**src/sv/ars_pkg.sv**
```systemverilog
// ars_pkg: shared constants, control word types and the microcode table
// for the adaptive rate sampler. No dependencies.
`timescale 1ns / 1ps

package ars_pkg;

  localparam int COUNT_WIDTH_DEF = 48;
  localparam int TS_W            = 63;
  localparam int INTERVAL_W      = 12;
  localparam int DIV_W           = 64;
  localparam int NUM_W           = 42;
  localparam int PC_W            = 4;
  localparam int WARMUP_SLOW     = 10;
  localparam int WARMUP_FAST     = 1000;
  localparam int STEP_CAP        = 1000;
  localparam logic [29:0] NS_PER_SEC = 30'd1000000000;

  typedef enum logic {
    REG_INTERVAL = 1'b0,
    REG_FAST     = 1'b1
  } reg_index_t;

  typedef enum logic [3:0] {
    OP_NONE,
    OP_ACCEPT,
    OP_CLASSIFY,
    OP_DELTA,
    OP_DIV_PER,
    OP_TAKE_PER,
    OP_DIV_STEP,
    OP_TAKE_STEP,
    OP_STEP_MAX,
    OP_SCHEDULE,
    OP_FIRST_BASE,
    OP_EMIT
  } op_t;

  typedef enum logic [2:0] {
    C_NEVER,
    C_ALWAYS,
    C_NO_ITEM,
    C_NOT_ADV,
    C_DC_ZERO,
    C_DIV_BUSY,
    C_PER_ZERO,
    C_OUT_BLOCKED
  } cond_t;

  typedef struct packed {
    op_t              op;
    cond_t            cond;
    logic [PC_W-1:0]  target;
  } ctrl_word_t;

  typedef struct packed {
    logic not_adv;
    logic dc_zero;
    logic per_zero;
    logic div_busy;
    logic out_blocked;
  } status_t;

  // After a step runs: jump to target if cond holds, else advance.
  function automatic ctrl_word_t ucode_rom(input logic [PC_W-1:0] pc);
    ctrl_word_t w;
    w = '{op: OP_NONE, cond: C_ALWAYS, target: PC_W'(0)};
    case (pc)
      PC_W'(0):  w = '{op: OP_ACCEPT,     cond: C_NO_ITEM,     target: PC_W'(0)};
      PC_W'(1):  w = '{op: OP_CLASSIFY,   cond: C_NOT_ADV,     target: PC_W'(13)};
      PC_W'(2):  w = '{op: OP_DELTA,      cond: C_DC_ZERO,     target: PC_W'(6)};
      PC_W'(3):  w = '{op: OP_DIV_PER,    cond: C_NEVER,       target: PC_W'(0)};
      PC_W'(4):  w = '{op: OP_NONE,       cond: C_DIV_BUSY,    target: PC_W'(4)};
      PC_W'(5):  w = '{op: OP_TAKE_PER,   cond: C_NEVER,       target: PC_W'(0)};
      PC_W'(6):  w = '{op: OP_NONE,       cond: C_PER_ZERO,    target: PC_W'(10)};
      PC_W'(7):  w = '{op: OP_DIV_STEP,   cond: C_NEVER,       target: PC_W'(0)};
      PC_W'(8):  w = '{op: OP_NONE,       cond: C_DIV_BUSY,    target: PC_W'(8)};
      PC_W'(9):  w = '{op: OP_TAKE_STEP,  cond: C_ALWAYS,      target: PC_W'(11)};
      PC_W'(10): w = '{op: OP_STEP_MAX,   cond: C_NEVER,       target: PC_W'(0)};
      PC_W'(11): w = '{op: OP_SCHEDULE,   cond: C_ALWAYS,      target: PC_W'(15)};
      PC_W'(13): w = '{op: OP_FIRST_BASE, cond: C_ALWAYS,      target: PC_W'(15)};
      PC_W'(15): w = '{op: OP_EMIT,       cond: C_OUT_BLOCKED, target: PC_W'(15)};
      default:   w = '{op: OP_NONE,       cond: C_ALWAYS,      target: PC_W'(0)};
    endcase
    return w;
  endfunction

endpackage

```
**src/sv/ars_sequencer.sv**
```systemverilog
// ars_sequencer: step counter and microcode fetch with conditional jumps.
// Depends on ars_pkg for the control word, status and microcode table.
`timescale 1ns / 1ps

module ars_sequencer (
  input  logic                clk,
  input  logic                rst_n,
  input  logic                in_valid,
  input  ars_pkg::status_t    status,
  output ars_pkg::ctrl_word_t ctrl,
  output logic                in_ready
);

  logic [ars_pkg::PC_W-1:0] pc_r;
  logic [ars_pkg::PC_W-1:0] pc_nxt;
  logic                     take_jump;

  always_comb begin
    ctrl     = ars_pkg::ucode_rom(pc_r);
    in_ready = (ctrl.op == ars_pkg::OP_ACCEPT);
    case (ctrl.cond)
      ars_pkg::C_NEVER:       take_jump = 1'b0;
      ars_pkg::C_ALWAYS:      take_jump = 1'b1;
      ars_pkg::C_NO_ITEM:     take_jump = !in_valid;
      ars_pkg::C_NOT_ADV:     take_jump = status.not_adv;
      ars_pkg::C_DC_ZERO:     take_jump = status.dc_zero;
      ars_pkg::C_DIV_BUSY:    take_jump = status.div_busy;
      ars_pkg::C_PER_ZERO:    take_jump = status.per_zero;
      ars_pkg::C_OUT_BLOCKED: take_jump = status.out_blocked;
      default:                take_jump = 1'b0;
    endcase
    // the last step wraps to the first
    pc_nxt = take_jump ? ctrl.target : pc_r + ars_pkg::PC_W'(1);
  end

  always_ff @(posedge clk) begin
    if (!rst_n) begin
      pc_r <= '0;
    end else begin
      pc_r <= pc_nxt;
    end
  end

endmodule

```
**src/sv/ars_divider.sv**
```systemverilog
// ars_divider: unsigned restoring divider, one quotient bit per cycle.
// Depends on ars_pkg for the operand width.
`timescale 1ns / 1ps

module ars_divider (
  input  logic                      clk,
  input  logic                      rst_n,
  input  logic                      start,
  input  logic [ars_pkg::DIV_W-1:0] dividend,
  input  logic [ars_pkg::DIV_W-1:0] divisor,
  output logic                      busy,
  output logic [ars_pkg::DIV_W-1:0] quotient
);

  localparam int W   = ars_pkg::DIV_W;
  localparam int CNT_W = $clog2(W + 1);

  logic [W-1:0]     rem_r, rem_nxt;
  logic [W-1:0]     quo_r, quo_nxt;
  logic [W-1:0]     dvs_r;
  logic [CNT_W-1:0] cnt_r;
  logic             busy_r;
  logic [W:0]       trial;
  logic             fits;

  always_comb begin
    trial   = {rem_r, quo_r[W-1]};
    fits    = (trial >= {1'b0, dvs_r});
    rem_nxt = fits ? W'(trial - {1'b0, dvs_r}) : trial[W-1:0];
    quo_nxt = {quo_r[W-2:0], fits};
  end

  always_ff @(posedge clk) begin
    if (!rst_n) begin
      busy_r <= 1'b0;
      cnt_r  <= '0;
    end else if (start) begin
      busy_r <= 1'b1;
      cnt_r  <= CNT_W'(W);
    end else if (busy_r) begin
      cnt_r  <= cnt_r - CNT_W'(1);
      busy_r <= (cnt_r != CNT_W'(1));
    end
  end

  always_ff @(posedge clk) begin
    if (start) begin
      rem_r <= '0;
      quo_r <= dividend;
      dvs_r <= divisor;
    end else if (busy_r) begin
      rem_r <= rem_nxt;
      quo_r <= quo_nxt;
    end
  end

  assign busy     = busy_r;
  assign quotient = quo_r;

endmodule

```
**src/sv/ars_datapath.sv**
```systemverilog
// ars_datapath: counters, base, schedule, config and output registers,
// driven one control word per cycle. Depends on ars_pkg and ars_divider.
`timescale 1ns / 1ps

module ars_datapath #(
  parameter int COUNT_WIDTH = ars_pkg::COUNT_WIDTH_DEF
) (
  input  logic                           clk,
  input  logic                           rst_n,
  input  ars_pkg::ctrl_word_t            ctrl,
  input  logic                           in_valid,
  input  logic [ars_pkg::TS_W-1:0]       in_timestamp_ns,
  input  logic                           cfg_we,
  input  logic                           cfg_index,
  input  logic [ars_pkg::INTERVAL_W-1:0] cfg_wdata,
  input  logic                           out_ready,
  output ars_pkg::status_t               status,
  output logic                           out_valid,
  output logic                           out_sampled,
  output logic [ars_pkg::TS_W-1:0]       out_elapsed_ns,
  output logic                           out_too_fast
);

  localparam int CW = COUNT_WIDTH;
  localparam int TW = ars_pkg::TS_W;
  localparam int DW = ars_pkg::DIV_W;
  localparam logic [DW-1:0] CMAX_WIDE = {DW{1'b1}} >> (DW - CW);

  logic [ars_pkg::INTERVAL_W-1:0] interval_r;
  logic                           fast_r;
  logic [TW-1:0]                  ts_r;
  logic [CW-1:0]                  ec_r;
  logic                           base_valid_r;
  logic [TW-1:0]                  base_time_r;
  logic [CW-1:0]                  base_count_r;
  logic                           sched_valid_r;
  logic [CW-1:0]                  nsc_r;
  logic                           hit_r;
  logic                           too_fast_r;
  logic [TW-1:0]                  dt_r;
  logic [CW-1:0]                  dc_r;
  logic [DW-1:0]                  per_r;
  logic [CW-1:0]                  step_r;
  logic                           out_valid_r;
  logic                           out_sampled_r;
  logic [TW-1:0]                  out_elapsed_r;
  logic                           out_too_fast_r;

  logic [TW-1:0]                  dt_c;
  logic [CW-1:0]                  dc_c;
  logic [CW-1:0]                  warmup_c;
  logic                           hit_c;
  logic                           est_c;
  logic [CW-1:0]                  step_c;
  logic [ars_pkg::NUM_W-1:0]      num_c;
  logic                           div_start;
  logic [DW-1:0]                  div_dividend;
  logic [DW-1:0]                  div_divisor;
  logic                           div_busy;
  logic [DW-1:0]                  div_quotient;
  logic                           out_free;

  always_comb begin
    dt_c     = (ts_r >= base_time_r) ? ts_r - base_time_r : '0;
    dc_c     = ec_r - base_count_r;
    warmup_c = fast_r ? CW'(ars_pkg::WARMUP_FAST) : CW'(ars_pkg::WARMUP_SLOW);
    hit_c    = sched_valid_r && (ec_r > nsc_r);
    est_c    = !sched_valid_r && base_valid_r && (ec_r > warmup_c);
    step_c   = (!fast_r && (step_r > CW'(ars_pkg::STEP_CAP))) ?
               CW'(ars_pkg::STEP_CAP) : step_r;
    num_c    = ars_pkg::NUM_W'(interval_r) * ars_pkg::NUM_W'(ars_pkg::NS_PER_SEC);
    div_start    = (ctrl.op == ars_pkg::OP_DIV_PER) || (ctrl.op == ars_pkg::OP_DIV_STEP);
    div_dividend = (ctrl.op == ars_pkg::OP_DIV_PER) ? DW'(dt_r) : DW'(num_c);
    div_divisor  = (ctrl.op == ars_pkg::OP_DIV_PER) ? DW'(dc_r) : per_r;
    out_free     = !out_valid_r || out_ready;
    status.not_adv     = !(hit_c || est_c);
    status.dc_zero     = (dc_c == '0);
    status.per_zero    = (per_r == '0);
    status.div_busy    = div_busy;
    status.out_blocked = !out_free;
  end

  ars_divider u_div (
    .clk      (clk),
    .rst_n    (rst_n),
    .start    (div_start),
    .dividend (div_dividend),
    .divisor  (div_divisor),
    .busy     (div_busy),
    .quotient (div_quotient)
  );

  always_ff @(posedge clk) begin
    if (!rst_n) begin
      interval_r <= ars_pkg::INTERVAL_W'(1);
      fast_r     <= 1'b1;
    end else if (cfg_we) begin
      case (ars_pkg::reg_index_t'(cfg_index))
        ars_pkg::REG_INTERVAL: interval_r <= cfg_wdata;
        ars_pkg::REG_FAST:     fast_r     <= cfg_wdata[0];
        default:               fast_r     <= fast_r;
      endcase
    end
  end

  always_ff @(posedge clk) begin
    if (!rst_n) begin
      ec_r          <= '0;
      base_valid_r  <= 1'b0;
      base_time_r   <= '0;
      base_count_r  <= '0;
      sched_valid_r <= 1'b0;
      nsc_r         <= '0;
    end else begin
      case (ctrl.op)
        ars_pkg::OP_ACCEPT: begin
          if (in_valid) begin
            ec_r <= ec_r + CW'(1);
          end
        end
        ars_pkg::OP_SCHEDULE: begin
          if (!sched_valid_r) begin
            if (step_c != '0) begin
              nsc_r         <= step_c - CW'(1);
              sched_valid_r <= 1'b1;
            end
          end else if (step_c > ~nsc_r) begin
            nsc_r <= '1;
          end else begin
            nsc_r <= nsc_r + step_c;
          end
          if (hit_r) begin
            base_time_r  <= ts_r;
            base_count_r <= ec_r;
          end
        end
        ars_pkg::OP_FIRST_BASE: begin
          if (!sched_valid_r && !base_valid_r) begin
            base_valid_r <= 1'b1;
            base_time_r  <= ts_r;
            base_count_r <= ec_r;
          end
        end
        default: begin
          ec_r <= ec_r;
        end
      endcase
    end
  end

  always_ff @(posedge clk) begin
    case (ctrl.op)
      ars_pkg::OP_ACCEPT: begin
        if (in_valid) begin
          ts_r       <= in_timestamp_ns;
          too_fast_r <= 1'b0;
        end
      end
      ars_pkg::OP_CLASSIFY: hit_r <= hit_c;
      ars_pkg::OP_DELTA: begin
        dt_r       <= dt_c;
        dc_r       <= dc_c;
        too_fast_r <= (DW'(dt_c) < DW'(dc_c));
        per_r      <= '0;
      end
      ars_pkg::OP_TAKE_PER:  per_r <= div_quotient;
      ars_pkg::OP_TAKE_STEP: begin
        step_r <= (div_quotient > CMAX_WIDE) ? '1 : div_quotient[CW-1:0];
      end
      ars_pkg::OP_STEP_MAX:  step_r <= '1;
      default:               per_r  <= per_r;
    endcase
  end

  always_ff @(posedge clk) begin
    if (!rst_n) begin
      out_valid_r <= 1'b0;
    end else if (ctrl.op == ars_pkg::OP_EMIT && out_free) begin
      out_valid_r <= 1'b1;
    end else if (out_ready) begin
      out_valid_r <= 1'b0;
    end
  end

  always_ff @(posedge clk) begin
    if (ctrl.op == ars_pkg::OP_EMIT && out_free) begin
      out_sampled_r  <= hit_r;
      out_elapsed_r  <= hit_r ? dt_r : '0;
      out_too_fast_r <= too_fast_r;
    end
  end

  assign out_valid      = out_valid_r;
  assign out_sampled    = out_sampled_r;
  assign out_elapsed_ns = out_elapsed_r;
  assign out_too_fast   = out_too_fast_r;

endmodule

```
**src/sv/adaptive_rate_sampler.sv**
```systemverilog
// adaptive_rate_sampler: top level, joins the microcode sequencer and the
// datapath. Depends on ars_pkg, ars_sequencer and ars_datapath.
//
//   channel | ports                                  | direction
//   --------+----------------------------------------+----------
//   in      | in_valid, in_ready, in_timestamp_ns    | input item
//   out     | out_valid, out_ready, out_sampled,     | result item
//           | out_elapsed_ns, out_too_fast           |
//   cfg     | cfg_we, cfg_index, cfg_wdata           | register write
//
// With no estimate, an item runs the accept, classify, first-base and emit
// steps. An estimate runs up to two divisions, one after the other, on the
// shared serial divider, which gives one quotient bit per cycle.
// Reset is synchronous; the step counter returns to the accept step.
// The next item is taken while a result waits in the output register; the
// emit step holds until that register is free.
`timescale 1ns / 1ps

module adaptive_rate_sampler #(
  parameter int COUNT_WIDTH = ars_pkg::COUNT_WIDTH_DEF
) (
  input  logic                           clk,
  input  logic                           rst_n,
  input  logic                           in_valid,
  output logic                           in_ready,
  input  logic [ars_pkg::TS_W-1:0]       in_timestamp_ns,
  output logic                           out_valid,
  input  logic                           out_ready,
  output logic                           out_sampled,
  output logic [ars_pkg::TS_W-1:0]       out_elapsed_ns,
  output logic                           out_too_fast,
  input  logic                           cfg_we,
  input  logic                           cfg_index,
  input  logic [ars_pkg::INTERVAL_W-1:0] cfg_wdata
);

  ars_pkg::ctrl_word_t ctrl;
  ars_pkg::status_t    status;

  ars_sequencer u_seq (
    .clk      (clk),
    .rst_n    (rst_n),
    .in_valid (in_valid),
    .status   (status),
    .ctrl     (ctrl),
    .in_ready (in_ready)
  );

  ars_datapath #(
    .COUNT_WIDTH (COUNT_WIDTH)
  ) u_dp (
    .clk             (clk),
    .rst_n           (rst_n),
    .ctrl            (ctrl),
    .in_valid        (in_valid),
    .in_timestamp_ns (in_timestamp_ns),
    .cfg_we          (cfg_we),
    .cfg_index       (cfg_index),
    .cfg_wdata       (cfg_wdata),
    .out_ready       (out_ready),
    .status          (status),
    .out_valid       (out_valid),
    .out_sampled     (out_sampled),
    .out_elapsed_ns  (out_elapsed_ns),
    .out_too_fast    (out_too_fast)
  );

endmodule

```
**config.mk**
```make
export PLATFORM = sky130hd
export DESIGN_NAME = adaptive_rate_sampler
export DESIGN_NICKNAME = d
export VERILOG_FILES = /design/src/sv/ars_pkg.sv /design/src/sv/ars_sequencer.sv /design/src/sv/ars_divider.sv /design/src/sv/ars_datapath.sv /design/src/sv/adaptive_rate_sampler.sv
export SDC_FILE = /design/constraint.sdc
export NUM_CORES = 2
export LEC_CHECK = 0
export BUFFER_PORTS_ARGS = -buffer_cell sky130_fd_sc_hd__clkbuf_2
export CAP_MARGIN = 20
export CORE_UTILIZATION = 53
export DETAILED_ROUTE_END_ITERATION = 12
export PLACE_DENSITY = 0.69
export SLEW_MARGIN = 15
export SYNTH_ARGS = -nofsm -noshare
export SYNTH_HDL_FRONTEND = slang
export SYNTH_HIERARCHICAL = 1
export SYNTH_SLANG_ARGS = --single-unit
```
**constraint.sdc**
```tcl
create_clock -name clk -period 10.85 [get_ports clk]
set_input_delay 2.17 -clock clk [delete_from_list [all_inputs] [get_ports clk]]
set_output_delay 2.17 -clock clk [all_outputs]
set_load 0.02 [all_outputs]
```
==> key figures <==
Synth
  • Synth warn: 6
  • Synthesized area per cell: 9.38 um2
  • Largest cells by area after synthesis: edfxtp_1 (27%), dfxtp_1 (12%), ha_1 (10%), nand2_1 (4.0%), fa_1 (3.5%)
  • Ys async rst share: 0%
  • Commonest cells post-synth: nand2_1 (566), inv_1 (483), edfxtp_1 (481)
  • Synthesized flop and latch total: 791
  • Mapped Area: 53600 um2
  • Mapped Nets: 6315
  • Top-count cell post-synth: nand2_1
  • Seq/Total Area, Yosys: 38.5%
  • Top cell type's share of synthesized area: 27.0%
  • Top_reg_cell synth: edfxtp_1
  • Post-synth EDFFs: 481
  • Area leader, netlist: edfxtp_1
  • Post-synthesis instance total: 5711
  • Distinct cell type count of the synthesized netlist: 116

Routing
  • Drt initial violations: 4579
  • Via count: 43100
  • Residual DRC: 0
  • Post-route antenna net violation count: 0
  • First-pass DRT Iterations: 6
  • Final wirelength: 167 mm
  • Avg WL per Cell: 23.3 um
  • Routed vias/inst: 6.04

STA
  • Max transition margin: 32.3%
  • Final setup margin: 3.56 ns
  • Worst Skew: 0.0450 ns
  • Total Neg Setup Slack: 0 ns
  • Final slew viol count: 0
  • Worst hold margin: 0.462 ns
  • Final setup viols: 0
  • Fmax: 137 MHz
  • Min Tclk post-route: 7.29 ns
  • Final Hold Fails: 0
  • Period Utilization, post-route: 67.2%
  • Least-Margin Pin Slew: 1.02 ns
  • RSZ-0062 raised after global routing: false

Clock network
  • Clock Sinks: 791
  • Cts repair resizes: 0
  • Clk slew on worst S/H paths: 0.06 ns
  • Setup Buffers After CTS: 0
  • Clock root cell: clkbuf_16
  • CTS tree: built
  • CTS buffer count: 89
  • Maximum clock insertion buffer count: 3
  • Skew-Pair Late Insertion Delay: 0.70 ns
  • Cts hold-fix bufs: 0
  • H-tree levels: 3

GRT
  • Total track usage: 32.0%
  • First-pass GRT wire length: 249 mm
  • Largest net degree at the start of global routing: 86
  • Vias in the first global route: 40800
  • Total grt overflow: 0
  • Initial antenna violation count: 11

Placed design
  • # port buffers: 147
  • Detailed placement HPWL: 129 mm
  • Cell area after placement: 55400 um2
  • Placed insts: 6961
  • Place WS: 3.68 ns
  • Final GP Congestion: 1.01

Setup path
  • Crit path DAT: 7.82 ns
  • WP data required: 11.38 ns
  • Max FO, Critical Path: 13
  • Worst Setup SP: u_dp/ec_r[0]
  • Worst setup EP type: flip-flop
  • Worst Setup Start Kind: flip-flop
  • FF-to-FF Start: u_dp/ec_r[0]
  • Top delay family on crit path: simple AND/OR/NAND/NOR gates
  • Crit Path Class: reg2reg
  • Critical-path top delay cell: or4_1
  • Buf/Inv on CP: 2
  • Slowest Stage Delay on Critical Path: 0.50 ns
  • Cell mode on critical path: nand4_1

Pwr
  • Peak VDD IR: 0.000173 V
  • Total power: 12.7 mW
  • Leakage: 23.7 nW
  • Pwr/cell area: 217 nW/um2

Final layout
  • Layout cells sized above 1: 9.52%
  • Utilization after layout: 58.4%
  • Area added between synthesis and finish: 9.12%
  • Final-stage net count: 6359
  • Fin area: 58500 um2
  • FF+latch area: 20700 um2
  • Final non-filler cell total: 7133
  • Final-layout fill cell count: 8704
  • Multi-input gate area: 30200 um2

Floorplanning
  • Die Width: 320 um
  • Core box area: 100000 um2
  • Initial Utilization: 53.5%
  • Die height: 320 um
  • Die area: 102000 um2
  • I/O pins: 148
  • Row cnt: 116

Flow run
  • Max cap viols: 0

Worst hold path
  • HP Class: reg2reg
  • Hold wc startpoint: u_dp/base_count_r[14]

Outcome
  • Status: complete, no violations
## logic make-up (layout without fill, tap and decap cells)
kind of cell / count (synthesis) / count (layout) / synth area share, %
and+or+nand+nor: 1857 / 1857 / 17.6
AOI/OAI and AO/OA: 1362 / 1362 / 16.9
DFF: 791 / 791 / 38.5
buffers and inverters: 723 / 844 / 5.25
adders and majority gates: 523 / 523 / 13.5
xor gates and xnor gates: 306 / 306 / 5.04
muxes: 148 / 148 / 3.06
other: 1 / 4 / 0.00700
## area by class of cell
| cell class | count | share of cell area [%] |
|---|---|---|
| multi-input combinational | 4197 | 51.6 |
| antenna | 3 | 0.0128 |
| timing repair buffer | 188 | 1.80 |
| clock buffer | 119 | 4.31 |
| clock inverter | 49 | 1.00 |
| sequential | 791 | 35.3 |
| inverter | 488 | 3.14 |
| tap | 1298 | 2.78 |
## worst min-delay path, stage by stage (launching register included)
cell and delay, ns:
dfxtp_1 0.31, nand2_1 0.04, a21boi_0 0.06
## worst paths after layout
kind | slack, ns | endpoint | cells past startpoint
worst max-delay path | 3.56 | u_seq/ctrl[3] | 27
worst max register to register | 3.56 | u_seq/ctrl[3] | 27
worst min-delay path | 0.46 | u_dp/base_count_r[14] | 2
worst min register to register | 0.46 | u_dp/base_count_r[14] | 2
## power by group
group          internal (mW)  total, mW  switching [mW]
clock network           1.85       3.19            1.34
logic                   1.93       5.03            3.10
registers               3.96       4.46           0.509
total                   7.73       12.7            4.95
## sequential cells by signal, summed over array words and instances, names as in the netlist, 48 cells and up
register             cells
u_dp/dt_r               63
u_dp/base_time_r        63
u_dp/u_div/dvs_r        64
u_dp/out_elapsed_ns     63
u_dp/ec_r               48
u_dp/u_div/quotient     64
u_dp/step_r             48
u_dp/base_count_r       48
u_dp/nsc_r              48
u_dp/dc_r               48
u_dp/per_r              64
u_dp/ts_r               63
u_dp/u_div/rem_r        64
## layout by cell type, fill, tap and decap left out, types with 92 or more instances in the layout
cell and n:
xnor2_1 178, inv_1 481, nand3_1 92, edfxtp_1 481, nand4_1 106, nand2_1 565
dfxtp_1 309, o21ai_0 227, and2_1 281, nor2_1 310, ha_1 428, a21oi_1 365
a21o_1 152, clkbuf_16 93, fa_1 95, mux2_2 125, clkbuf_2 146, xor2_1 125
a21boi_0 132
## routing by layer
layer	GRT usage [%]	routed length [um]	share of wire, %
met1	43.3	71500	43
met2	51.5	75600	45
met3	4.26	11600	7.0
met4	13.4	7770	4.7
met5	0	0	0
No activity file was read; power rests on OpenSTA's default activity.
